--- config.mk ---
export PLATFORM = sky130hd
export DESIGN_NAME = vfcm_ctrl
export DESIGN_NICKNAME = d
export VERILOG_FILES = /design/src/rtl/vfcm_pkg.sv /design/src/rtl/vfcm_ctrl.sv
export SDC_FILE = /design/constraint.sdc
export NUM_CORES = 1
export LEC_CHECK = 0
export BUFFER_PORTS_ARGS = -buffer_cell sky130_fd_sc_hd__buf_2
export CORE_ASPECT_RATIO = 0.8
export CORE_MARGIN = 5
export CORE_UTILIZATION = 39
export CTS_BUF_LIST = sky130_fd_sc_hd__clkbuf_2 sky130_fd_sc_hd__clkbuf_4 sky130_fd_sc_hd__clkbuf_8
export CTS_CLUSTER_DIAMETER = 200
export DETAILED_ROUTE_END_ITERATION = 8
export GPL_TIMING_DRIVEN = 0
export HOLD_SLACK_MARGIN = 0.1
export MAX_ROUTING_LAYER = met4
export PLACE_DENSITY_LB_ADDON = 0.25
export SLEW_MARGIN = 0
export SYNTH_ARGS = -nofsm -noshare
export SYNTH_HDL_FRONTEND = slang
export SYNTH_SLANG_ARGS = --single-unit
export TNS_END_PERCENT = 50
--- constraint.sdc ---
create_clock -name i_clk -period 4.9 [get_ports i_clk]
set_input_delay 0.245 -clock i_clk [delete_from_list [all_inputs] [get_ports i_clk]]
set_output_delay 0.245 -clock i_clk [all_outputs]
set_load 0.005 [all_outputs]
--- src/rtl/vfcm_pkg.sv ---
// shared types, codes and helper functions of the voxel face culling mesher
// no dependencies; imported by every module of the block except vfcm_ram
package vfcm_pkg;

    localparam int DEF_SIZE_X        = 16;
    localparam int DEF_SIZE_Y        = 16;
    localparam int DEF_SIZE_Z        = 16;
    localparam int DEF_MAX_MATERIALS = 8;

    localparam int CODE_W  = 4;
    localparam int COORD_W = 4;
    localparam int CNT_W   = 17;
    localparam int PADDR_W = 4;
    localparam int PDATA_W = 32;

    // request function codes
    localparam logic [1:0] FUNC_WRITE = 2'd0;
    localparam logic [1:0] FUNC_MESH  = 2'd1;
    localparam logic [1:0] FUNC_CLEAR = 2'd2;

    // face directions, in test order
    localparam logic [2:0] DIR_PX = 3'd0;
    localparam logic [2:0] DIR_PY = 3'd1;
    localparam logic [2:0] DIR_NX = 3'd2;
    localparam logic [2:0] DIR_NY = 3'd3;
    localparam logic [2:0] DIR_PZ = 3'd4;
    localparam logic [2:0] DIR_NZ = 3'd5;

    // register indexes
    localparam logic [1:0] REG_AIR    = 2'd0;
    localparam logic [1:0] REG_WATER  = 2'd1;
    localparam logic [1:0] REG_TRUNK  = 2'd2;
    localparam logic [1:0] REG_MATCNT = 2'd3;

    localparam logic [CODE_W-1:0] AIR_RST    = 4'd0;
    localparam logic [CODE_W-1:0] WATER_RST  = 4'd7;
    localparam logic [CODE_W-1:0] TRUNK_RST  = 4'd6;
    localparam logic [CODE_W-1:0] MATCNT_RST = 4'd8;

    localparam logic [4:0]       MAT_BIAS     = 5'd2;
    localparam logic [CNT_W-1:0] VTX_PER_FACE = 17'd4;

    typedef struct packed {
        logic [CODE_W-1:0] air;
        logic [CODE_W-1:0] water;
        logic [CODE_W-1:0] trunk;
        logic [CODE_W-1:0] mat_count;
    } t_cfg;

    typedef struct packed {
        logic [COORD_W-1:0] x;
        logic [COORD_W-1:0] y;
        logic [COORD_W-1:0] z;
        logic [2:0]         dir;
        logic [2:0]         mat;
        logic [CNT_W-1:0]   base;
        logic               last;
    } t_face;

    // neighbor position, one extra bit for the step past the top
    typedef struct packed {
        logic [COORD_W:0] x;
        logic [COORD_W:0] y;
        logic [COORD_W:0] z;
        logic             under;
    } t_nbr;

    function automatic t_nbr nbr_pos(input logic [2:0] dir, input logic [COORD_W-1:0] x,
                                     input logic [COORD_W-1:0] y,
                                     input logic [COORD_W-1:0] z);
        t_nbr n;
        n.x     = {1'b0, x};
        n.y     = {1'b0, y};
        n.z     = {1'b0, z};
        n.under = 1'b0;
        unique case (dir)
            DIR_PX: n.x = {1'b0, x} + 5'd1;
            DIR_PY: n.y = {1'b0, y} + 5'd1;
            DIR_NX: begin
                n.x     = {1'b0, x} - 5'd1;
                n.under = (x == '0);
            end
            DIR_NY: begin
                n.y     = {1'b0, y} - 5'd1;
                n.under = (y == '0);
            end
            DIR_PZ: n.z = {1'b0, z} + 5'd1;
            DIR_NZ: begin
                n.z     = {1'b0, z} - 5'd1;
                n.under = (z == '0);
            end
            default: n.under = 1'b1;
        endcase
        return n;
    endfunction

endpackage

--- src/rtl/vfcm_ctrl.sv ---
// sequencer: walks one request through the voxel ram a neighbor per cycle while the face output
// is not stalled, keeps the vertex counters and the face output register; depends on vfcm_pkg
module vfcm_ctrl
    import vfcm_pkg::*;
#(
    parameter int SIZE_X        = DEF_SIZE_X,
    parameter int SIZE_Y        = DEF_SIZE_Y,
    parameter int SIZE_Z        = DEF_SIZE_Z,
    parameter int MAX_MATERIALS = DEF_MAX_MATERIALS,
    parameter int AW            = $clog2(SIZE_X) + $clog2(SIZE_Y) + $clog2(SIZE_Z)
) (
    input  logic               i_clk,
    input  logic               i_rst_n,
    input  t_cfg               i_cfg,
    input  logic               i_valid,
    output logic               o_stall,
    input  logic [1:0]         i_func,
    input  logic [COORD_W-1:0] i_pos_x,
    input  logic [COORD_W-1:0] i_pos_y,
    input  logic [COORD_W-1:0] i_pos_z,
    input  logic [CODE_W-1:0]  i_block_code,
    output logic               o_ram_we,
    output logic [AW-1:0]      o_ram_waddr,
    output logic [CODE_W-1:0]  o_ram_wdata,
    output logic [AW-1:0]      o_ram_raddr,
    input  logic [CODE_W-1:0]  i_ram_rdata,
    output logic               o_valid,
    input  logic               i_stall,
    output t_face              o_face
);

    localparam int CXW = $clog2(SIZE_X);
    localparam int CYW = $clog2(SIZE_Y);
    localparam int CZW = $clog2(SIZE_Z);
    localparam int MW  = (MAX_MATERIALS > 1) ? $clog2(MAX_MATERIALS) : 1;

    localparam logic [8:0] SX9 = 9'(SIZE_X);
    localparam logic [8:0] SY9 = 9'(SIZE_Y);
    localparam logic [8:0] SZ9 = 9'(SIZE_Z);
    localparam logic [4:0] MAXM5 = 5'(MAX_MATERIALS);

    localparam logic [2:0] S_IDLE   = 3'd0;
    localparam logic [2:0] S_DISP   = 3'd1;
    localparam logic [2:0] S_CENTER = 3'd2;
    localparam logic [2:0] S_TEST   = 3'd3;
    localparam logic [2:0] S_FLUSH  = 3'd4;

    logic [2:0]         r_state, n_state;
    logic [2:0]         r_dir, n_dir;
    logic               r_pend_valid, n_pend_valid;
    logic [2:0]         r_pend_dir, n_pend_dir;
    logic [MW-1:0]      r_mat, n_mat;
    logic               r_force, n_force;
    logic [1:0]         r_func;
    logic [COORD_W-1:0] r_x, r_y, r_z;
    logic [CODE_W-1:0]  r_code;

    logic [CNT_W-1:0]   r_cnt [MAX_MATERIALS];
    logic               r_out_valid;
    t_face              r_face;

    logic       accept;
    logic       out_free;
    logic       in_chunk;
    logic       push, push_last;
    logic       clear;
    logic       rd_center;
    logic       emit, blocked, nbr_open, nbr_out;
    logic [2:0] sel_dir;
    t_nbr       nb_test, nb_sel;
    logic [4:0] eff, mat_raw, mat_cl;
    logic       force_face;

    assign accept   = i_valid && (r_state == S_IDLE);
    assign o_stall  = (r_state != S_IDLE);
    assign out_free = !r_out_valid || !i_stall;
    assign in_chunk = (9'(r_x) < SX9) && (9'(r_y) < SY9) && (9'(r_z) < SZ9);

    // neighbor under test and neighbor whose code is fetched this cycle
    assign nb_test = nbr_pos(r_dir, r_x, r_y, r_z);
    assign nb_sel  = nbr_pos(sel_dir, r_x, r_y, r_z);
    assign nbr_out = nb_test.under || (9'(nb_test.x) >= SX9) || (9'(nb_test.y) >= SY9)
                     || (9'(nb_test.z) >= SZ9);
    assign nbr_open = nbr_out || (i_ram_rdata == i_cfg.air) || (i_ram_rdata == i_cfg.water);

    // material of the center voxel, clamped to the effective count
    always_comb begin
        if (i_cfg.mat_count == '0) begin
            eff = 5'd1;
        end else if ({1'b0, i_cfg.mat_count} > MAXM5) begin
            eff = MAXM5;
        end else begin
            eff = {1'b0, i_cfg.mat_count};
        end
        mat_raw    = (i_ram_rdata < CODE_W'(MAT_BIAS)) ? 5'd0 : ({1'b0, i_ram_rdata} - MAT_BIAS);
        mat_cl     = (mat_raw > eff - 5'd1) ? (eff - 5'd1) : mat_raw;
        force_face = (i_cfg.trunk >= CODE_W'(MAT_BIAS))
                     && (mat_cl == ({1'b0, i_cfg.trunk} - MAT_BIAS));
    end

    always_comb begin
        n_state      = r_state;
        n_dir        = r_dir;
        n_pend_valid = r_pend_valid;
        n_pend_dir   = r_pend_dir;
        n_mat        = r_mat;
        n_force      = r_force;
        push         = 1'b0;
        push_last    = 1'b0;
        clear        = 1'b0;
        o_ram_we     = 1'b0;
        rd_center    = 1'b0;
        sel_dir      = r_dir;
        emit         = r_force || nbr_open;
        blocked      = emit && r_pend_valid && !out_free;
        unique case (r_state)
            S_IDLE: begin
                if (accept) begin
                    n_state = S_DISP;
                end
            end
            S_DISP: begin
                n_state = S_IDLE;
                if (r_func == FUNC_CLEAR) begin
                    clear = 1'b1;
                end else if (in_chunk && r_func == FUNC_WRITE) begin
                    o_ram_we = 1'b1;
                end else if (in_chunk && r_func == FUNC_MESH) begin
                    rd_center = 1'b1;
                    n_state   = S_CENTER;
                end
            end
            S_CENTER: begin
                if (i_ram_rdata == i_cfg.air) begin
                    n_state = S_IDLE;
                end else begin
                    n_mat        = MW'(mat_cl);
                    n_force      = force_face;
                    n_dir        = DIR_PX;
                    sel_dir      = DIR_PX;
                    n_pend_valid = 1'b0;
                    n_state      = S_TEST;
                end
            end
            S_TEST: begin
                // a face waits in the pending slot until the next one shows
                // whether it was the last
                if (!blocked) begin
                    if (emit) begin
                        push         = r_pend_valid;
                        n_pend_valid = 1'b1;
                        n_pend_dir   = r_dir;
                    end
                    if (r_dir == DIR_NZ) begin
                        n_state = S_FLUSH;
                    end else begin
                        n_dir   = r_dir + 3'd1;
                        sel_dir = r_dir + 3'd1;
                    end
                end
            end
            S_FLUSH: begin
                if (!r_pend_valid) begin
                    n_state = S_IDLE;
                end else if (out_free) begin
                    push         = 1'b1;
                    push_last    = 1'b1;
                    n_pend_valid = 1'b0;
                    n_state      = S_IDLE;
                end
            end
            default: n_state = S_IDLE;
        endcase
    end

    assign o_ram_waddr = {CZW'(r_z), CYW'(r_y), CXW'(r_x)};
    assign o_ram_wdata = r_code;
    assign o_ram_raddr = rd_center ? {CZW'(r_z), CYW'(r_y), CXW'(r_x)}
                                   : {CZW'(nb_sel.z), CYW'(nb_sel.y), CXW'(nb_sel.x)};

    always_ff @(posedge i_clk) begin
        if (!i_rst_n) begin
            r_state      <= S_IDLE;
            r_dir        <= DIR_PX;
            r_pend_valid <= 1'b0;
            r_pend_dir   <= DIR_PX;
            r_mat        <= '0;
            r_force      <= 1'b0;
            r_out_valid  <= 1'b0;
            for (int i = 0; i < MAX_MATERIALS; i++) begin
                r_cnt[i] <= '0;
            end
        end else begin
            r_state      <= n_state;
            r_dir        <= n_dir;
            r_pend_valid <= n_pend_valid;
            r_pend_dir   <= n_pend_dir;
            r_mat        <= n_mat;
            r_force      <= n_force;
            if (push) begin
                r_out_valid <= 1'b1;
            end else if (!i_stall) begin
                r_out_valid <= 1'b0;
            end
            if (clear) begin
                for (int i = 0; i < MAX_MATERIALS; i++) begin
                    r_cnt[i] <= '0;
                end
            end else if (push) begin
                r_cnt[r_mat] <= r_cnt[r_mat] + VTX_PER_FACE;
            end
        end
    end

    always_ff @(posedge i_clk) begin
        if (accept) begin
            r_func <= i_func;
            r_x    <= i_pos_x;
            r_y    <= i_pos_y;
            r_z    <= i_pos_z;
            r_code <= i_block_code;
        end
        if (push) begin
            r_face.x    <= r_x;
            r_face.y    <= r_y;
            r_face.z    <= r_z;
            r_face.dir  <= r_pend_dir;
            r_face.mat  <= 3'(r_mat);
            r_face.base <= r_cnt[r_mat];
            r_face.last <= push_last;
        end
    end

    assign o_valid = r_out_valid;
    assign o_face  = r_face;

endmodule

Yosys cells after proc, flatten, opt, wreduce, memory -nomap -nowiden

Memories as Yosys holds them, arrays and structs flattened. A register that Yosys moved wholly into a read port is not among the register bits.
Index checks and enable logic that the tools add are counted.

Register bits: 69
Memory bits (writable): 136
Input bits: 42
Output and inout port bits: 67
Memories: 1

Add/subtract/negate cells: 11
Order comparisons: 7
Equality and inequality tests: 26
Multiplexer cells: 69
Bitwise logic cells: 10
Reduce and logical (&&, ||, !) cells: 30

Memories:

| memory | depth | bits a word | read ports | clocked after memory_dff | wr ports | RTL line        | text |
|---|---|---|---|---|---|---|---|
| r_cnt  | 8     | 17          | 1          | 1                        | 8        | vfcm_ctrl.sv:58 | `logic [CNT_W-1:0] r_cnt [MAX_MATERIALS];` |

Operators by type and width:

| cell                  | count |
|---|---|
| $mux 17               | 9 |
| $mux 3                | 11 |
| $pmux 5 s2            | 3 |
| $mux 1                | 29 |
| $pmux 4 s2            | 3 |
| $eq 3x2->1 const B    | 6 |
| $add 17x3->17 const B | 1 |
| $reduce_or 17->1      | 1 |
| $logic_not 4->1       | 4 |
| $add 4x1->5 const B   | 3 |
| $eq 3x3->1 const B    | 5 |
| $ge 5x5->1 const B    | 3 |
| $pmux 3 s5            | 1 |
| $sub 4x1->5 const B   | 3 |
| $mux 12               | 1 |
| $mux 5                | 2 |
| $ne 2x2->1 const B    | 5 |
| $sub 4x2->5 const B   | 2 |
| $eq 3x1->1 const B    | 3 |
| $logic_not 3->1       | 3 |
| $eq 4x4->1            | 2 |
| $mux 2                | 4 |
| $mux 4                | 2 |
| $or 1x1->1            | 8 |
| 25 further kinds      | 39 |

Logic depth before layout (Yosys ltp)

Depth after elaboration: 19
Gate-level depth with buffers: 14

Worst setup path after synthesis

OpenSTA, ideal clock, no wires.

Path kind: flip-flop to flip-flop
From: register r_dir[1]
To: memory r_cnt[1][0] (enable)
Library setup time: 0.372 ns
Arrival time: 3.678 ns
Data required time: 4.528 ns
Slack: 0.851 ns
Cell stages (with the launch flop): 12
Period minus slack after synthesis: 4.049 ns
Cells stage by stage: dfxtp_1 -> inv_1 -> ha_1 -> and2_1 -> a31oi_1 -> nand3_1 -> a21oi_1 -> or2_2 -> clkinv_1 -> nand4_1 -> clkbuf_1 -> nand2_1

RTL lines:

| element                | RTL line         | text |
|---|---|---|
| start, declared        | vfcm_ctrl.sv:49  | `logic [2:0] r_dir, n_dir;` |
| start signal, assigned | vfcm_ctrl.sv:195 | `r_dir <= n_dir;` |
| end, declared          | vfcm_ctrl.sv:58  |  |

==> key figures <==
GRT
  • First-pass GRT wire length: between 30 and 40 mm
  • Global-route usage over all layers: 17.7%
  • Vias in the first global route: between 6000 and 7000
  • Largest net degree at the start of global routing: 41
  • GR Overflow Total: 0
  • Initial antenna violation count: 0

Critical path
  • Worst Path Arrival: 4.70 ns
  • Worst Reg-to-Reg Cells: 11
  • Worst Path Required: approximately 5.0 ns
  • R2r setup slk: about 0.31 ns
  • Crit path capture type: register
  • Setup crit start kind: register
  • Critical R2R Capture: r_cnt[5][2]$_SDFFCE_PN0P_
  • Worst Path Max Fanout: 40
  • Critical path class: register to register
  • RR Startpoint: r_dir[1]$_SDFF_PN0_

Timing
  • Fmax: 218 MHz
  • Final setup viols: 0
  • Actual slew at the worst max-slew pin: between 1 and 1.5 ns
  • RSZ-0062 raised after global routing: false
  • Worst setup margin: between 0.3 and 0.4 ns
  • Slew headroom: 27.0%
  • Min cycle time layout: approximately 4.6 ns
  • Final hold vios: 0
  • Tcrit/Tclk final: between 90 and 100%
  • Final Max Slew Viols: 0
  • Clk_skew: 0.0156 ns
  • WHS: about 0.16 ns
  • Setup TNS: 0 ns

Logic synthesis
  • Multiplexer area fraction after synthesis: around a tenth
  • Top cells by area, synth: edfxtp_1 (60%), mux4_2 (8.0%), nor2_1 (6.1%), dfxtp_1 (3.8%), ha_1 (2.7%)
  • Synth Warn #: 0
  • Top_reg_cell synth: edfxtp_1
  • Synth Area in Adders: approximately 2.7%
  • Synth Area in Simple Gates: 13.3%
  • XOR/XNOR share of the synthesized area: about 3.5%
  • Complex-gate fraction of the synthesized area: about 4.3%
  • EDFF count, synth: 190
  • Combinational family with the most area after synthesis: simple AND/OR/NAND/NOR gates
  • Mapped Nets: 774
  • List of most frequent post-synthesis cells: edfxtp_1 (190), nor2_1 (156), nand2_1 (40), mux4_2 (34), inv_1 (30)
  • Synth area leader: edfxtp_1
  • Most numerous cell in the Yosys netlist: edfxtp_1
  • Post-synth design cell area: between 9000 and 10000 sq um
  • Seq/Total Area, Yosys: between 60 and 70%
  • Syn_area_per_cell: ~13 sq um
  • Synth Instances: a little over 700
  • Yosys top cell area share: roughly 60%
  • Post-synth ARST share: 0%
  • Post-synth cell types: 60
  • #FFs+latches synth: around 210

Routing
  • Vias per inst: 5.18
  • Post-detailed-route count of antenna-violating nets: 0
  • Drt total wl: 23.4 mm
  • Routed wire per std cell: about 19 um
  • Drt initial violations: 475
  • DR pass1 iterations: 5
  • DRC viols: 0
  • Via Count: 6352

Worst hold path
  • Worst hold path type: input port to register
  • Min-Delay Path Depth: 4
  • Worst Hold End: r_force$_SDFFE_PN0P_
  • Hold_sp: i_cfg[6]

Power
  • P per Cell Area: roughly 340 nW/um^2
  • Leak: about 4.3 nW
  • VDD IR-drop max: approximately 0.00014 V
  • Overall Power: roughly 3.9 mW

Finish
  • Layout cells sized above 1: between 20 and 30%
  • Register area: 6070 sq um
  • Final non-filler cell total: around 1200
  • Fin util: around 47%
  • Post-route design area: between 10000 and 15000 sq um
  • Syn-to-layout area delta: 19.7%
  • Final nets: 946
  • Ant. Diodes: 0
  • Fillcell total: about 2200
  • Combined area of the multi-input logic cells: 3300 sq um

Floorplanning
  • Die Width: ~190 um
  • Core footprint: around 24000 sq um
  • Starting density of the core: between 30% and 40%
  • # IOs: about 110
  • Site row count: around 50
  • Die H: roughly 150 um
  • Die area: 27800 sq um

Placed design
  • DP Worst Slack: -0.678 ns
  • Placed Area: between 10000 and 15000 sq um
  • RePlAce Congestion: 0.815
  • Placed Cells: 1137
  • DP HPWL: about 15 mm
  • Port bufs: 108

Clocking
  • Clock Tree Buf Depth: 3
  • CTS root buf: clkbuf_8
  • H-tree depth: 2
  • Clk_lat worst skew: ~0.52 ns
  • TritonCTS clock tree: done
  • Clk sinks: about 210
  • Reg clk slew, reported paths: around 0.060 ns
  • Num CTS Buffers: 36

Status
  • Status: completed

Flow run
  • Max-Cap Viols: 0
==> layer usage <==
metal	global-route usage [%]	up-vias	routed length, um
li1	-	2974	-
met3	3.96	32	1770
met4	4.26	0	330
met5	-	-	0
met1	24.1	3116	10400
met2	27.3	230	10900
==> layout make-up <==
class / instances / area share (%)
plain buffers: 23 / 0.862
clock buffers: 53 / 5.60
clock inverters: 11 / 0.393
inverters: 32 / 1.09
multi-input cells: 448 / 28.8
flip-flops and latches: 208 / 52.9
well taps: 318 / 3.47
repair buffers: 134 / 6.90
==> power breakdown <==
part	internal (mW)	switching [mW]	total, mW
clock network	0.836	0.686	1.52
logic	0.144	0.218	0.362
registers	2.01	0.0314	2.04
==> cell families (layout without fill, tap and decap cells) <==
family,after synthesis,after routing
and+or+nand+nor,280,280
AOI/OAI and AO/OA,51,51
other,1,1
xor gates and xnor gates,38,38
adders and majority gates,21,21
muxes,57,57
buffers and inverters,55,253
DFF,208,208
==> timing repair <==
item,4_1_cts,5_1_grt
hold endpoints to repair,23,0
gates resized for setup,5,0
hold buffers,22,0
setup endpoints to repair,68,0
setup buffers,4,0
==> how the worst max path moves through the flow <==
stage	from	endpoint	slack, ns	depth (start not counted)
2_1_floorplan	r_dir[1]$_SDFF_PN0_	r_cnt[1][0]$_SDFFCE_PN0P_	0.85	11
3_3_place_gp	r_dir[1]$_SDFF_PN0_	r_cnt[1][0]$_SDFFCE_PN0P_	-1.66	11
4_1_cts	r_dir[1]$_SDFF_PN0_	r_cnt[5][9]$_SDFFCE_PN0P_	0.39	11
5_1_grt	r_dir[1]$_SDFF_PN0_	r_cnt[5][9]$_SDFFCE_PN0P_	0.15	11
3_5_place_dp	r_dir[1]$_SDFF_PN0_	r_cnt[1][2]$_SDFFCE_PN0P_	-0.68	11
6_report	r_dir[1]$_SDFF_PN0_	r_cnt[5][2]$_SDFFCE_PN0P_	0.31	11
==> sequential cells by signal (all words and copies together) (netlist names), named ones only <==
signal / cells
r_state: 3
r_y: 4
o_ram_wdata: 4
o_face: 36
r_dir: 3
o_valid: 1
r_z: 4
r_cnt: 136
r_pend_valid: 1
r_mat: 3
r_func: 2
r_pend_dir: 3
r_force: 1
r_x: 4
==> worst max-delay path, cell delays in order, from the launching register on <==
cell and delay [ns]:
dfxtp_1 0.36, inv_1 0.12, ha_1 0.27, and2_1 0.23, a31oi_1 0.32, nand3_1 0.25, a21oi_1 0.31, or2_2 0.20
clkinv_4 0.33, nand4_1 0.53, clkbuf_1 0.69, nand2_2 0.57
==> cell usage in the layout (no fill, tap or decap), types with 21 or more instances in the layout <==
| master | n |
|---|---|
| ha_1 | 21 |
| inv_1 | 30 |
| buf_2 | 112 |
| xnor2_1 | 27 |
| mux4_2 | 34 |
| nand2_1 | 36 |
| dlygate4sd3_1 | 22 |
| nor2_1 | 156 |
| edfxtp_1 | 190 |
| clkbuf_8 | 39 |
(Power assumes the default switching activity.)
