**config.mk**
```make
export PLATFORM = sky130hd
export DESIGN_NAME = vfcm_cfg
export DESIGN_NICKNAME = d
export VERILOG_FILES = /design/src/rtl/vfcm_pkg.sv /design/src/rtl/vfcm_cfg.sv
export SDC_FILE = /design/constraint.sdc
export NUM_CORES = 1
export LEC_CHECK = 0
export BUFFER_PORTS_ARGS = -buffer_cell sky130_fd_sc_hd__clkbuf_2
export CAP_MARGIN = 20
export CORE_MARGIN = 10
export CORE_UTILIZATION = 38
export CTS_BUF_LIST = sky130_fd_sc_hd__clkbuf_4
export CTS_CLUSTER_DIAMETER = 40
export DETAILED_ROUTE_END_ITERATION = 10
export GPL_ROUTABILITY_DRIVEN = 0
export PLACE_DENSITY_LB_ADDON = 0.3
export SLEW_MARGIN = 20
export SYNTH_ARGS = -nofsm -noshare
export SYNTH_HDL_FRONTEND = slang
export SYNTH_SLANG_ARGS = --single-unit
```
**constraint.sdc**
```tcl
create_clock -name i_clk -period 1.1 [get_ports i_clk]
set_input_delay 0.22 -clock i_clk [delete_from_list [all_inputs] [get_ports i_clk]]
set_output_delay 0.22 -clock i_clk [all_outputs]
set_load 0.005 [all_outputs]
```
**src/rtl/vfcm_pkg.sv**
```systemverilog
// shared types, codes and helper functions of the voxel face culling mesher
// no dependencies; imported by every module of the block except vfcm_ram
package vfcm_pkg;

    localparam int DEF_SIZE_X        = 16;
    localparam int DEF_SIZE_Y        = 16;
    localparam int DEF_SIZE_Z        = 16;
    localparam int DEF_MAX_MATERIALS = 8;

    localparam int CODE_W  = 4;
    localparam int COORD_W = 4;
    localparam int CNT_W   = 17;
    localparam int PADDR_W = 4;
    localparam int PDATA_W = 32;

    // request function codes
    localparam logic [1:0] FUNC_WRITE = 2'd0;
    localparam logic [1:0] FUNC_MESH  = 2'd1;
    localparam logic [1:0] FUNC_CLEAR = 2'd2;

    // face directions, in test order
    localparam logic [2:0] DIR_PX = 3'd0;
    localparam logic [2:0] DIR_PY = 3'd1;
    localparam logic [2:0] DIR_NX = 3'd2;
    localparam logic [2:0] DIR_NY = 3'd3;
    localparam logic [2:0] DIR_PZ = 3'd4;
    localparam logic [2:0] DIR_NZ = 3'd5;

    // register indexes
    localparam logic [1:0] REG_AIR    = 2'd0;
    localparam logic [1:0] REG_WATER  = 2'd1;
    localparam logic [1:0] REG_TRUNK  = 2'd2;
    localparam logic [1:0] REG_MATCNT = 2'd3;

    localparam logic [CODE_W-1:0] AIR_RST    = 4'd0;
    localparam logic [CODE_W-1:0] WATER_RST  = 4'd7;
    localparam logic [CODE_W-1:0] TRUNK_RST  = 4'd6;
    localparam logic [CODE_W-1:0] MATCNT_RST = 4'd8;

    localparam logic [4:0]       MAT_BIAS     = 5'd2;
    localparam logic [CNT_W-1:0] VTX_PER_FACE = 17'd4;

    typedef struct packed {
        logic [CODE_W-1:0] air;
        logic [CODE_W-1:0] water;
        logic [CODE_W-1:0] trunk;
        logic [CODE_W-1:0] mat_count;
    } t_cfg;

    typedef struct packed {
        logic [COORD_W-1:0] x;
        logic [COORD_W-1:0] y;
        logic [COORD_W-1:0] z;
        logic [2:0]         dir;
        logic [2:0]         mat;
        logic [CNT_W-1:0]   base;
        logic               last;
    } t_face;

    // neighbor position, one extra bit for the step past the top
    typedef struct packed {
        logic [COORD_W:0] x;
        logic [COORD_W:0] y;
        logic [COORD_W:0] z;
        logic             under;
    } t_nbr;

    function automatic t_nbr nbr_pos(input logic [2:0] dir, input logic [COORD_W-1:0] x,
                                     input logic [COORD_W-1:0] y,
                                     input logic [COORD_W-1:0] z);
        t_nbr n;
        n.x     = {1'b0, x};
        n.y     = {1'b0, y};
        n.z     = {1'b0, z};
        n.under = 1'b0;
        unique case (dir)
            DIR_PX: n.x = {1'b0, x} + 5'd1;
            DIR_PY: n.y = {1'b0, y} + 5'd1;
            DIR_NX: begin
                n.x     = {1'b0, x} - 5'd1;
                n.under = (x == '0);
            end
            DIR_NY: begin
                n.y     = {1'b0, y} - 5'd1;
                n.under = (y == '0);
            end
            DIR_PZ: n.z = {1'b0, z} + 5'd1;
            DIR_NZ: begin
                n.z     = {1'b0, z} - 5'd1;
                n.under = (z == '0);
            end
            default: n.under = 1'b1;
        endcase
        return n;
    endfunction

endpackage

```
**src/rtl/vfcm_cfg.sv**
```systemverilog
// apb register file holding the block codes and the material count
// depends on vfcm_pkg
module vfcm_cfg
    import vfcm_pkg::*;
(
    input  logic               i_clk,
    input  logic               i_rst_n,
    input  logic               psel,
    input  logic               penable,
    input  logic               pwrite,
    input  logic [PADDR_W-1:0] paddr,
    input  logic [PDATA_W-1:0] pwdata,
    output logic [PDATA_W-1:0] prdata,
    output logic               pready,
    output t_cfg               o_cfg
);

    t_cfg        r_cfg;
    logic        wr;
    logic [1:0]  idx;
    logic [CODE_W-1:0] rd_val;

    assign pready = 1'b1;
    assign wr     = psel && penable && pwrite && pready;
    assign idx    = paddr[3:2];

    always_ff @(posedge i_clk) begin
        if (!i_rst_n) begin
            r_cfg.air       <= AIR_RST;
            r_cfg.water     <= WATER_RST;
            r_cfg.trunk     <= TRUNK_RST;
            r_cfg.mat_count <= MATCNT_RST;
        end else if (wr) begin
            unique case (idx)
                REG_AIR:    r_cfg.air       <= pwdata[CODE_W-1:0];
                REG_WATER:  r_cfg.water     <= pwdata[CODE_W-1:0];
                REG_TRUNK:  r_cfg.trunk     <= pwdata[CODE_W-1:0];
                REG_MATCNT: r_cfg.mat_count <= pwdata[CODE_W-1:0];
                default:    ;
            endcase
        end
    end

    always_comb begin
        unique case (idx)
            REG_AIR:    rd_val = r_cfg.air;
            REG_WATER:  rd_val = r_cfg.water;
            REG_TRUNK:  rd_val = r_cfg.trunk;
            REG_MATCNT: rd_val = r_cfg.mat_count;
            default:    rd_val = '0;
        endcase
    end

    assign prdata = {{(PDATA_W-CODE_W){1'b0}}, rd_val};
    assign o_cfg  = r_cfg;

endmodule

```
Word-level counts from Yosys, hierarchy flattened. Index checks and enable logic that the tools add are counted.

Register bits: 16. Bits of input ports: 41. Output and inout bits: 49. Logic and storage cells: 15.

Equal/unequal tests: 3. Multiplexer cells: 1. Reductions and logical operators: 7.

Operators by type and width (number): 4-bit one-hot mux with 4 select lines (1); 2-bit AND reduction (4); 2-bit equality test, second input constant (2); 2-bit by 1-bit equality test with 1-bit output, second input constant (1); 1-bit logical AND (2); 2-bit zero test (1).

Longest topological paths before layout. Gate-level depths: netlist (run 1).

Depth in word-level cells: 3. Mapped depth: 4. Mapped depth without buffers: 3.

Least setup slack after synthesis (run 1). Ideal clock, no wire load.

Kind: input to output. From: in paddr[2]. To: out prdata[0]. Arrival time: 0.874 ns. Data required time: 0.880 ns. Path slack: 0.006 ns. Stages on the path: 2. Path buffers: 1. Cell sequence: buf_6 -> mux4_2.

Word-level cells in the longest chain between the ends: 2.

Ends and longest elaborated chain: start, declared (line vfcm_cfg.sv:11) `input logic [PADDR_W-1:0] paddr,`; 2-bit equality test, or another cell as far along (line vfcm_cfg.sv:45) `unique case (idx)`; 4-bit one-hot mux with 4 select lines * (line vfcm_cfg.sv:45); end, declared (line vfcm_cfg.sv:13) `output logic [PDATA_W-1:0] prdata,`.

Mark *: on every way between the ends. The rest lies on a longest branch, timed or not.

Worst setup path after layout (run 1).
From: reg r_cfg (netlist bit o_cfg[1]). To: out prdata[1].

Word-level cells in the longest chain between the ends: 1.

Ends and longest elaborated chain: start, declared (line vfcm_cfg.sv:18) `t_cfg r_cfg;`; 4-bit one-hot mux with 4 select lines (line vfcm_cfg.sv:45).

No other way between the ends.

==> tab_implementation.tex, run 1 <==
\begin{tabular}{lr}
\hline
Metric & Value \\
\hline
\multicolumn{2}{l}{\textbf{STA}} \\
\quad Period utilisation layout & 1.31 \\
\quad Fin. Hold Viols & 0 \\
\quad Final worst path period need & 1.44 ns \\
\quad Final Setup Violations & 4 \\
\quad Max-slew violation count & 0 \\
\quad Worst setup skew after layout & 0 ns \\
\quad Max Clk Rate & 693 MHz \\
\quad Setup repair after global routing missed its margin & true \\
\quad Fin Hold WS & 0.203 ns \\
\quad Minimum setup slack in the final design & -0.344 ns \\
\multicolumn{2}{l}{\textbf{GRT}} \\
\quad Aggregate global-route resource usage & 0.0958 \\
\quad First-pass GRT wire length & 4.00 mm \\
\quad Antenna violations before repair & 0 \\
\quad Remaining global-route overflow & 0 \\
\quad Via count of the first global-routing pass & 863 \\
\quad Pin count of the biggest net entering global routing & 24 \\
\multicolumn{2}{l}{\textbf{Clocking}} \\
\quad Total CTS buffers & 3 \\
\quad CTS tree & built \\
\quad Clock-pin transition on the worst setup and hold timing paths & 0.09 ns \\
\quad CTS sink cnt & 16 \\
\quad Clk\_lat worst skew & 0.28 ns \\
\quad CTS root buffer & sky130\_fd\_sc\_hd\_\_clkbuf\_4 \\
\quad Clock H-tree levels & 1 \\
\quad Hold\_buf cts & 0 \\
\quad Clock buffer depth & 2 \\
\multicolumn{2}{l}{\textbf{Place}} \\
\quad Count of buffers inserted at the top-level ports & 30 \\
\quad Detailed Place HPWL & 2.12 mm \\
\multicolumn{2}{l}{\textbf{Power and ir drop}} \\
\quad Total Power & 1.12 mW \\
\quad Power density normalized to cell area & 835 mW/mm2 \\
\quad LEAKAGE & 0.668 nW \\
\quad IR drop worst, VDD & 0.504 mV \\
\multicolumn{2}{l}{\textbf{Yosys}} \\
\quad Mux cell area share after synthesis & 0.219 \\
\quad Compound-Gate Fraction of Synth Area & 0.0299 \\
\quad Number of distinct library cell variants in the gate-level netlist after synthesis & 17 \\
\quad Number of standard cells after synthesis & 105 \\
\quad Post-Synth Adder-Cell Area & 0 \\
\quad Cell area after synthesis & 0.00101 mm2 \\
\quad Synthesized area per cell & 9.58 um2 \\
\quad Synthesis warning total & 0 \\
\quad Main combinational cell family by area after synthesis & buffers and inverters \\
\quad Sequential cell area fraction in the yosys report & 0.318 \\
\quad Post-synthesis register bit count & 16 \\
\quad Xor and xnor area share after synthesis & 0 \\
\quad Simple-gate area share of the yosys netlist & 0.160 \\
\multicolumn{2}{l}{\textbf{Floorplanning}} \\
\quad Die X & 71.5 um \\
\quad I/O pin count & 90 \\
\quad Die area & 0.00511 mm2 \\
\quad Num rows & 18 \\
\quad Vert. Die Dim & 71.5 um \\
\quad Core ar. & 0.00250 mm2 \\
\quad Initial core utilization & 0.402 \\
\multicolumn{2}{l}{\textbf{Routing}} \\
\quad Vias post-DR & 800 \\
\quad Count of routing violations after the opening detailed-route iteration & 33 \\
\quad Post-route antenna net violation count & 0 \\
\quad Post-Route WL & 2.46 mm \\
\quad Average wire length per cell after detail routing & 13.2 um \\
\quad Drc violations & 0 \\
\quad Number of optimization iterations in the first detailed-route pass & 4 \\
\quad Via density & 4.30 \\
\multicolumn{2}{l}{\textbf{Setup path}} \\
\quad Worst stage delay on the critical path & 0.48 ns \\
\quad Slowest cell on the critical path & sky130\_fd\_sc\_hd\_\_mux4\_2 \\
\quad Critical path class & flop to primary output \\
\quad Launching element type of the critical path & flop \\
\quad Data arrival, critical path & 1.22 ns \\
\quad Data required time at the worst endpoint & 0.88 ns \\
\quad Crit-path max FO & 2 \\
\quad CP Capture Type & primary output \\
\quad Cell-by-cell listing of the critical path & mux4\_2 -> buf\_6 \\
\multicolumn{2}{l}{\textbf{Layout}} \\
\quad Commonest non-fill, non-tap cell in the layout & sky130\_fd\_sc\_hd\_\_conb\_1 \\
\quad Ant. Diodes & 0 \\
\quad Net total in the final layout & 198 \\
\quad Fraction of final layout cells with drive strength greater than 1 & 0.474 \\
\quad Most used cells in the layout excluding fill and tap cells & sky130\_fd\_sc\_hd\_\_conb\_1, sky130\_fd\_sc\_hd\_\_clkbuf\_2, sky130\_fd\_sc\_hd\_\_buf\_4 \\
\quad Largest register FFs & 16 \\
\quad Area delta synth->final & 34.0\% \\
\multicolumn{2}{l}{\textbf{Run status}} \\
\quad Failing checks & setup timing \\
\quad Outcome & finished, violations left \\
\multicolumn{2}{l}{\textbf{Worst hold path}} \\
\quad Path class of the lowest-slack min-delay path & input pin to flop \\
\multicolumn{2}{l}{\textbf{Flow run}} \\
\quad MaxCap Viol Count & 0 \\
\hline
\end{tabular}
## layout make-up
type	instances	area, um2
Inverter	3	16.3
Clock buffer	3	22.5
Clock inverter	1	3.75
Sequential cell	16	334
Multi-Input combinational cell	80	520
Timing Repair Buffer	53	413
Tap cell	30	37.5
Fill cell	227	1150
## timing repair
action	in CTS	in global routing
endpoints found under the setup margin	4	14
resized for setup	2	21
pin swaps	0	0
setup buffers	1	1
## layer usage
metal  share of wire  vias up  global-route usage
met5               0        -                   0
met3            0.13        2              0.0510
met2            0.50       36               0.165
li1                -      399                   -
met4          0.0049        0              0.0430
met1            0.37      363              0.0927
## per-stage QoR
stage	worst slack (ns)	instances	instance area (um2)	TNS, ns	utilization
floorplan	0.00585	132	1110	0	-
global placement	-0.217	182	1250	-1.12	0.502
detailed placement	-0.240	182	1250	-1.23	0.502
CTS	-0.345	187	1290	-1.38	0.518
global route	-0.382	186	1350	-1.46	0.539
finish	-0.344	186	1350	-1.27	0.539
## Yosys cell counts, drive strengths merged
master  instances  area (um2)
and3            1        6.26
buf            33         250
conb            2        7.51
dfxtp          16         320
inv             3        16.3
mux2i          13         130
mux4            4        90.1
nand2          14        52.6
nand3           4        20.0
nand4           2        12.5
nor2b           6        37.5
nor3            2        32.5
o211ai          2        15.0
o21ai           3        15.0
## report_power, final
group	switching (mW)	internal, mW	total (mW)
clock network	0.181	0.132	0.313
logic	0.113	0.106	0.219
registers	0.00450	0.588	0.593
total	0.298	0.826	1.12
## path summary, 6_finish.rpt
kind                                start   endpoint  slack, ns  depth (start not counted)
worst max register to register   o_cfg[5]   o_cfg[5]       0.35                          3
worst min register to register  o_cfg[15]  o_cfg[15]       0.58                          3
worst max-delay path             o_cfg[1]  prdata[1]      -0.34                          2
worst min-delay path            pwdata[3]   o_cfg[3]       0.20                          3
## logic make-up after synthesis
kind of cell	Yosys count
AO/OA/AOI/OAI	5
buffers and inverters	36
flip-flops	16
multiplexers	17
other	2
AND/OR/NAND/NOR	29
## critical path, delay by kind of cell (launching register included)
family	cells	cell delay (ns)
muxes	1	0.48
buffers and inverters	1	0.13
DFF	1	0.33
(Power assumes the default switching activity.)
==> run 2, diff against run 1 <==
Settings changed: CTS_BUF_LIST sky130_fd_sc_hd__clkbuf_4 to sky130_fd_sc_hd__clkbuf_2.
==> run 2 against run 1 <==
The flow still finishes with violations (setup timing). Clock power decreased by 14%. Clock-buffer cell count unchanged. Highest routed layer unchanged. Worst setup slack lost 0.021 ns. Largest cell class is now buffers. Total power fell by 3.0%. Register-to-register slack got worse by 0.04 ns. Flip-flop and latch count did not move.
==> tab_implementation.tex, run 2 (synthesis gave the netlist of run 1 again) <==
\begin{tabular}{lr}
\hline
Metric & Value \\
\hline
\multicolumn{2}{l}{\textbf{Power and ir drop}} \\
\quad Portion of total power attributed to the clock network & 0.246 \\
\quad Power density normalized to cell area & 744 mW/mm2 \\
\quad Int Power & 0.781 mW \\
\quad LEAKAGE & 0.714 nW \\
\quad Sequential share of power & 0.545 \\
\quad Part of the power in combinational logic & 0.209 \\
\quad Switching power & 0.310 mW \\
\quad Switching Share & 0.284 \\
\quad IR drop worst, VDD & 0.459 mV \\
\multicolumn{2}{l}{\textbf{Floorplanning}} \\
\quad Die area & 0.00511 mm2 \\
\quad Die X & 71.5 um \\
\quad Vert. Die Dim & 71.5 um \\
\quad Core ar. & 0.00250 mm2 \\
\quad Num rows & 18 \\
\quad Initial core utilization & 0.402 \\
\quad I/O pin count & 90 \\
\multicolumn{2}{l}{\textbf{Routing}} \\
\quad Average wire length per cell after detail routing & 13.6 um \\
\quad Vias post-DR & 824 \\
\quad Post-Route WL & 2.58 mm \\
\quad Via density & 4.36 \\
\quad Count of routing violations after the opening detailed-route iteration & 23 \\
\quad Drc violations & 0 \\
\quad Post-route antenna net violation count & 0 \\
\quad Number of optimization iterations in the first detailed-route pass & 4 \\
\multicolumn{2}{l}{\textbf{Layout}} \\
\quad Fill cell count & 211 \\
\quad Most used cells in the layout excluding fill and tap cells & sky130\_fd\_sc\_hd\_\_buf\_6, sky130\_fd\_sc\_hd\_\_conb\_1, sky130\_fd\_sc\_hd\_\_clkbuf\_2 \\
\quad Utilization of the core after routing & 0.587 \\
\quad Finished Layout Cells & 189 \\
\quad Post-route cell area & 0.00147 mm2 \\
\quad Area delta synth->final & 45.8\% \\
\quad Commonest non-fill, non-tap cell in the layout & sky130\_fd\_sc\_hd\_\_buf\_6 \\
\quad Fraction of final layout cells with drive strength greater than 1 & 0.516 \\
\quad Ant. Diodes & 0 \\
\quad Net total in the final layout & 201 \\
\quad Largest register FFs & 16 \\
\multicolumn{2}{l}{\textbf{Place}} \\
\quad Post-placement worst setup slack & -0.240 ns \\
\quad Placed Cells & 182 \\
\quad Count of buffers inserted at the top-level ports & 30 \\
\quad Cell area reported after detailed placement & 0.00125 mm2 \\
\quad Detailed Place HPWL & 2.12 mm \\
\multicolumn{2}{l}{\textbf{Clocking}} \\
\quad Total CTS buffers & 3 \\
\quad CTS sink cnt & 16 \\
\quad CTS root buffer & sky130\_fd\_sc\_hd\_\_clkbuf\_2 \\
\quad Clk\_lat worst skew & 0.29 ns \\
\quad Hold\_buf cts & 0 \\
\quad CTS tree & built \\
\quad Clock buffer depth & 2 \\
\quad Clock H-tree levels & 1 \\
\quad Clock-pin transition on the worst setup and hold timing paths & 0.15 ns \\
\multicolumn{2}{l}{\textbf{Setup path}} \\
\quad Critical path class & flop to primary output \\
\quad Crit-path max FO & 2 \\
\quad Data arrival, critical path & 1.24 ns \\
\quad Slowest cell on the critical path & sky130\_fd\_sc\_hd\_\_mux4\_2 \\
\quad Data required time at the worst endpoint & 0.88 ns \\
\quad CP delay by family, top & multiplexers \\
\quad CP Capture Type & primary output \\
\quad Launching element type of the critical path & flop \\
\quad Cell-by-cell listing of the critical path & mux4\_2 -> clkbuf\_2 \\
\quad Worst stage delay on the critical path & 0.46 ns \\
\quad Worst path buffer plus inverter count & 1 \\
\quad Depth of the worst register-to-register path & 4 \\
\quad Number of stages on the worst setup path & 2 \\
\multicolumn{2}{l}{\textbf{STA}} \\
\quad Period utilisation layout & 1.33 \\
\quad Max-slew violation count & 0 \\
\quad Max Clk Rate & 683 MHz \\
\quad Setup repair after global routing missed its margin & true \\
\quad Final worst path period need & 1.46 ns \\
\quad Fin. Hold Viols & 0 \\
\quad Minimum setup slack in the final design & -0.364 ns \\
\quad Final Setup Violations & 4 \\
\quad Worst setup skew after layout & 0 ns \\
\multicolumn{2}{l}{\textbf{Run status}} \\
\quad Outcome & finished, violations left \\
\quad Failing checks & setup timing \\
\multicolumn{2}{l}{\textbf{GRT}} \\
\quad Aggregate global-route resource usage & 0.0935 \\
\quad Pin count of the biggest net entering global routing & 24 \\
\quad Remaining global-route overflow & 0 \\
\quad Via count of the first global-routing pass & 855 \\
\quad First-pass GRT wire length & 3.93 mm \\
\quad Antenna violations before repair & 0 \\
\multicolumn{2}{l}{\textbf{Worst hold path}} \\
\quad Hold-critical path depth & 3 \\
\quad Path class of the lowest-slack min-delay path & input pin to flop \\
\multicolumn{2}{l}{\textbf{Flow run}} \\
\quad MaxCap Viol Count & 0 \\
\hline
\end{tabular}
==> run 2: power groups by stage <==
stage	combinational, mW	sequential [mW]	clock [mW]
final	0.228	0.595	0.268
after global routing	0.253	0.596	0.293
after CTS	0.208	0.593	0.273
after detailed placement	0.206	0.605	0
after global placement	0.203	0.605	0
after floorplan	0.186	0.607	0
==> run 2: path summary, 6_finish.rpt <==
path / start / to / slack, ns
worst min register to register: o_cfg[7] / o_cfg[7] / 0.58
worst min-delay path: pwdata[3] / o_cfg[3] / 0.18
worst max-delay path: o_cfg[5] / prdata[1] / -0.36
worst max register to register: o_cfg[0] / o_cfg[0] / 0.31
==> run 2: area by class of cell <==
| class | count | area [um2] | area share |
|---|---|---|---|
| Timing Repair Buffer | 56 | 533 | 0.363 |
| Clock buffer | 3 | 15.0 | 0.0102 |
| Multi-Input combinational cell | 80 | 520 | 0.355 |
| Inverter | 3 | 16.3 | 0.0111 |
| Tap cell | 30 | 37.5 | 0.0256 |
| Sequential cell | 16 | 340 | 0.232 |
| Clock inverter | 1 | 3.75 | 0.00256 |
==> run 2: repair_timing <==
item                                    4_1_cts  5_1_grt
endpoints found under the hold margin         0        0
gates resized for setup                       9       38
setup buffers                                 1        5
endpoints found under the setup margin        9       20
==> run 2: metal layers <==
metal	vias to the layer above	global-route usage	wire length, um	share of wire
met3	2	0.0523	304	0.12
met1	379	0.0911	955	0.37
met2	37	0.164	1290	0.50
li1	406	-	-	-
met5	-	0	0	0
met4	0	0.0301	20	0.0078
==> run 2: tightest hold or removal path, stage by stage <==
cell and delay [ns]:
sky130_fd_sc_hd__clkbuf_2 0.10, sky130_fd_sc_hd__nand4_1 0.06, sky130_fd_sc_hd__nand3_1 0.07
==> run 2: stage by stage <==
step                      TNS (ns)  hold slack, ns  total power [mW]
after floorplan                  0           0.381             0.793
after global placement       -1.12           0.490             0.807
after detailed placement     -1.23           0.501             0.811
after CTS                    -1.43           0.178              1.07
after global routing         -1.77           0.191              1.14
final                        -1.40           0.180              1.09
==> run 3, diff against run 2 <==
Settings changed: ABC_AREA set to 1.
==> run 3 against run 2 <==
The run still ends with setup timing left. Worst setup slack better by 0.28 ns. Sequential power grew 2%. Clock-buffer cell count unchanged. Critical endpoint is now prdata[0]. Largest cell class is now multi-input gates.
==> tab_implementation.tex, run 3 <==
\begin{tabular}{lr}
\hline
Metric & Value \\
\hline
\multicolumn{2}{l}{\textbf{Run status}} \\
\quad Outcome & finished, violations left \\
\quad Failing checks & setup timing \\
\multicolumn{2}{l}{\textbf{STA}} \\
\quad Worst setup skew after layout & 0 ns \\
\quad Final Setup Violations & 4 \\
\quad Fin. Hold Viols & 0 \\
\quad Minimum setup slack in the final design & -0.0802 ns \\
\quad Max Clk Rate & 847 MHz \\
\quad Final worst path period need & 1.18 ns \\
\quad Max-slew violation count & 0 \\
\quad Period utilisation layout & 1.07 \\
\quad Setup repair after global routing missed its margin & true \\
\multicolumn{2}{l}{\textbf{Routing}} \\
\quad Post-route antenna net violation count & 0 \\
\quad Via density & 4.46 \\
\quad Count of routing violations after the opening detailed-route iteration & 21 \\
\quad Average wire length per cell after detail routing & 12.7 um \\
\quad Number of optimization iterations in the first detailed-route pass & 4 \\
\quad Drc violations & 0 \\
\quad Vias post-DR & 1030 \\
\quad Post-Route WL & 2.93 mm \\
\multicolumn{2}{l}{\textbf{Layout}} \\
\quad Net total in the final layout & 243 \\
\quad Fraction of final layout cells with drive strength greater than 1 & 0.398 \\
\quad Ant. Diodes & 0 \\
\quad Largest register FFs & 16 \\
\quad Most used cells in the layout excluding fill and tap cells & sky130\_fd\_sc\_hd\_\_nand2\_1, sky130\_fd\_sc\_hd\_\_conb\_1, sky130\_fd\_sc\_hd\_\_nor2\_1 \\
\quad Commonest non-fill, non-tap cell in the layout & sky130\_fd\_sc\_hd\_\_nand2\_1 \\
\quad Fill cell count & 241 \\
\quad Area delta synth->final & 34.6\% \\
\multicolumn{2}{l}{\textbf{Place}} \\
\quad Post-placement worst setup slack & -0.0680 ns \\
\quad Detailed Place HPWL & 2.31 mm \\
\quad Count of buffers inserted at the top-level ports & 30 \\
\multicolumn{2}{l}{\textbf{Clocking}} \\
\quad Clock buffer depth & 2 \\
\quad CTS tree & built \\
\quad Hold\_buf cts & 0 \\
\quad Clock-pin transition on the worst setup and hold timing paths & 0.16 ns \\
\quad Clk\_lat worst skew & 0.29 ns \\
\quad Total CTS buffers & 3 \\
\quad CTS root buffer & sky130\_fd\_sc\_hd\_\_clkbuf\_2 \\
\quad Clock H-tree levels & 1 \\
\quad CTS sink cnt & 16 \\
\multicolumn{2}{l}{\textbf{GRT}} \\
\quad First-pass GRT wire length & 4.71 mm \\
\quad Antenna violations before repair & 0 \\
\quad Remaining global-route overflow & 0 \\
\quad Via count of the first global-routing pass & 1030 \\
\quad Pin count of the biggest net entering global routing & 17 \\
\quad Aggregate global-route resource usage & 0.111 \\
\multicolumn{2}{l}{\textbf{Setup path}} \\
\quad Data required time at the worst endpoint & 0.88 ns \\
\quad Worst path buffer plus inverter count & 1 \\
\quad Slowest cell on the critical path & sky130\_fd\_sc\_hd\_\_dfxtp\_2 \\
\quad Worst stage delay on the critical path & 0.36 ns \\
\quad Data arrival, critical path & 0.96 ns \\
\quad Cell-by-cell listing of the critical path & nand2\_1 -> nand4\_1 -> buf\_2 \\
\quad Critical path class & flop to primary output \\
\quad CP Capture Type & primary output \\
\quad Launching element type of the critical path & flop \\
\quad Crit-path max FO & 2 \\
\quad CP delay by family, top & flip-flops \\
\multicolumn{2}{l}{\textbf{Yosys}} \\
\quad Most numerous cell in the Yosys netlist & sky130\_fd\_sc\_hd\_\_nand2\_1 \\
\quad List of most frequent post-synthesis cells & sky130\_fd\_sc\_hd\_\_nand2\_1, sky130\_fd\_sc\_hd\_\_buf\_4, sky130\_fd\_sc\_hd\_\_nor2\_1 \\
\quad Number of distinct library cell variants in the gate-level netlist after synthesis & 14 \\
\quad Cell area after synthesis & 995 um2 \\
\quad Biggest area contributors in the synthesized netlist & sky130\_fd\_sc\_hd\_\_dfxtp\_1, sky130\_fd\_sc\_hd\_\_buf\_4, sky130\_fd\_sc\_hd\_\_nand2\_1 \\
\quad Synthesis warning total & 0 \\
\quad Number of standard cells after synthesis & 152 \\
\quad Primary flip-flop cell chosen by synthesis mapping & sky130\_fd\_sc\_hd\_\_dfxtp\_1 \\
\quad Sequential cell area fraction in the yosys report & 0.322 \\
\quad Synth top area share & 0.322 \\
\quad Post-synthesis register bit count & 16 \\
\quad Synthesized area per cell & 6.54 um2 \\
\quad Area leader, netlist & sky130\_fd\_sc\_hd\_\_dfxtp\_1 \\
\quad Share of synthesized flip-flops with an asynchronous set or reset & 0 \\
\quad EDFF count, synth & 0 \\
\multicolumn{2}{l}{\textbf{Floorplanning}} \\
\quad Num rows & 18 \\
\quad Initial core utilization & 0.402 \\
\quad Vert. Die Dim & 71.2 um \\
\quad Die X & 71.2 um \\
\quad I/O pin count & 90 \\
\quad Core ar. & 0.00248 mm2 \\
\quad Die area & 0.00506 mm2 \\
\multicolumn{2}{l}{\textbf{Worst hold path}} \\
\quad Path class of the lowest-slack min-delay path & input pin to flop \\
\multicolumn{2}{l}{\textbf{Power and ir drop}} \\
\quad Total Power & 1.11 mW \\
\quad Power density normalized to cell area & 826 mW/mm2 \\
\quad IR drop worst, VDD & 0.603 mV \\
\quad LEAKAGE & 0.700 nW \\
\multicolumn{2}{l}{\textbf{Flow run}} \\
\quad MaxCap Viol Count & 0 \\
\hline
\end{tabular}
run 3: cell types whose count changed in the layout (fill, tap and decap cells not counted), sizes merged, moves of 2 or more:
cell    before  now
o211ai       2    0
mux2i       13    0
clkbuf      18   21
mux4         4    0
inv          3    8
nand3        4   17
buf         41   32
nor2         0   28
nor2b        6    0
nand4        2    4
o21ai        3    1
nand2       14   44
nor3         2    0
run 3: metrics by stage:
step           utilization  TNS, ns  hold slack, ns  cells  area [um2]
2_1_floorplan            -        0           0.346    179        1100
3_3_place_gp         0.440   -0.220           0.454    212        1090
3_5_place_dp         0.440   -0.313           0.461    212        1090
4_1_cts              0.498   -0.302           0.142    227        1230
5_1_grt              0.540   -0.873           0.144    231        1340
6_report             0.540   -0.239           0.145    231        1340
run 3: report_power, final:
part           switching [mW]  internal, mW  total, mW
logic                   0.138        0.0948      0.233
clock network           0.190        0.0790      0.269
registers             0.00999         0.595      0.605
total                   0.338         0.768       1.11
run 3: repair_timing:
action / in CTS / in global routing
cloned: 0 / 0
setup endpoints to repair: 4 / 14
pin swaps: 4 / 3
resized for setup: 24 / 21
buffers inserted: 11 / 4
run 3: cells by family (layout without fill, tap and decap cells):
logic type             count (synthesis)  in the layout  share of synthesized area
DFF                                   16             16                      0.322
buffers and inverters                 40             62                      0.263
and+or+nand+nor                       93             93                      0.403
AOI/OAI and AO/OA                      1              1                    0.00503
other                                  2             29                    0.00755
run 3: worst paths after layout:
kind                   from        end  slack, ns  cells past startpoint
hold reg to reg    o_cfg[3]   o_cfg[3]       0.50                      2
setup reg to reg   o_cfg[9]   o_cfg[9]       0.29                      4
hold / removal    pwdata[3]   o_cfg[3]       0.15                      3
setup / recovery  o_cfg[12]  prdata[0]      -0.08                      3
run 3: per-layer routing:
layer | up-vias | track usage | wire length [um]
met5 | - | 0 | 0
met4 | 0 | 0.0452 | 48
met3 | 8 | 0.0586 | 293
met2 | 44 | 0.196 | 1460
met1 | 462 | 0.106 | 1130
li1 | 516 | - | -
run 3: worst register-to-register path, stage by stage (launching register included):
cell	delay, ns
sky130_fd_sc_hd__dfxtp_2	0.37
sky130_fd_sc_hd__buf_6	0.11
sky130_fd_sc_hd__buf_4	0.12
sky130_fd_sc_hd__nand2_1	0.06
sky130_fd_sc_hd__nand3_1	0.06
run 3: layout make-up:
type,instances,area (um2),area share
clock inverters,1,3.75,0.00280
repair buffers,50,388,0.290
flip-flops and latches,16,340,0.254
clock buffers,3,15.0,0.0112
well taps,30,37.5,0.0280
inverters,8,30.0,0.0224
multi-input cells,123,524,0.392
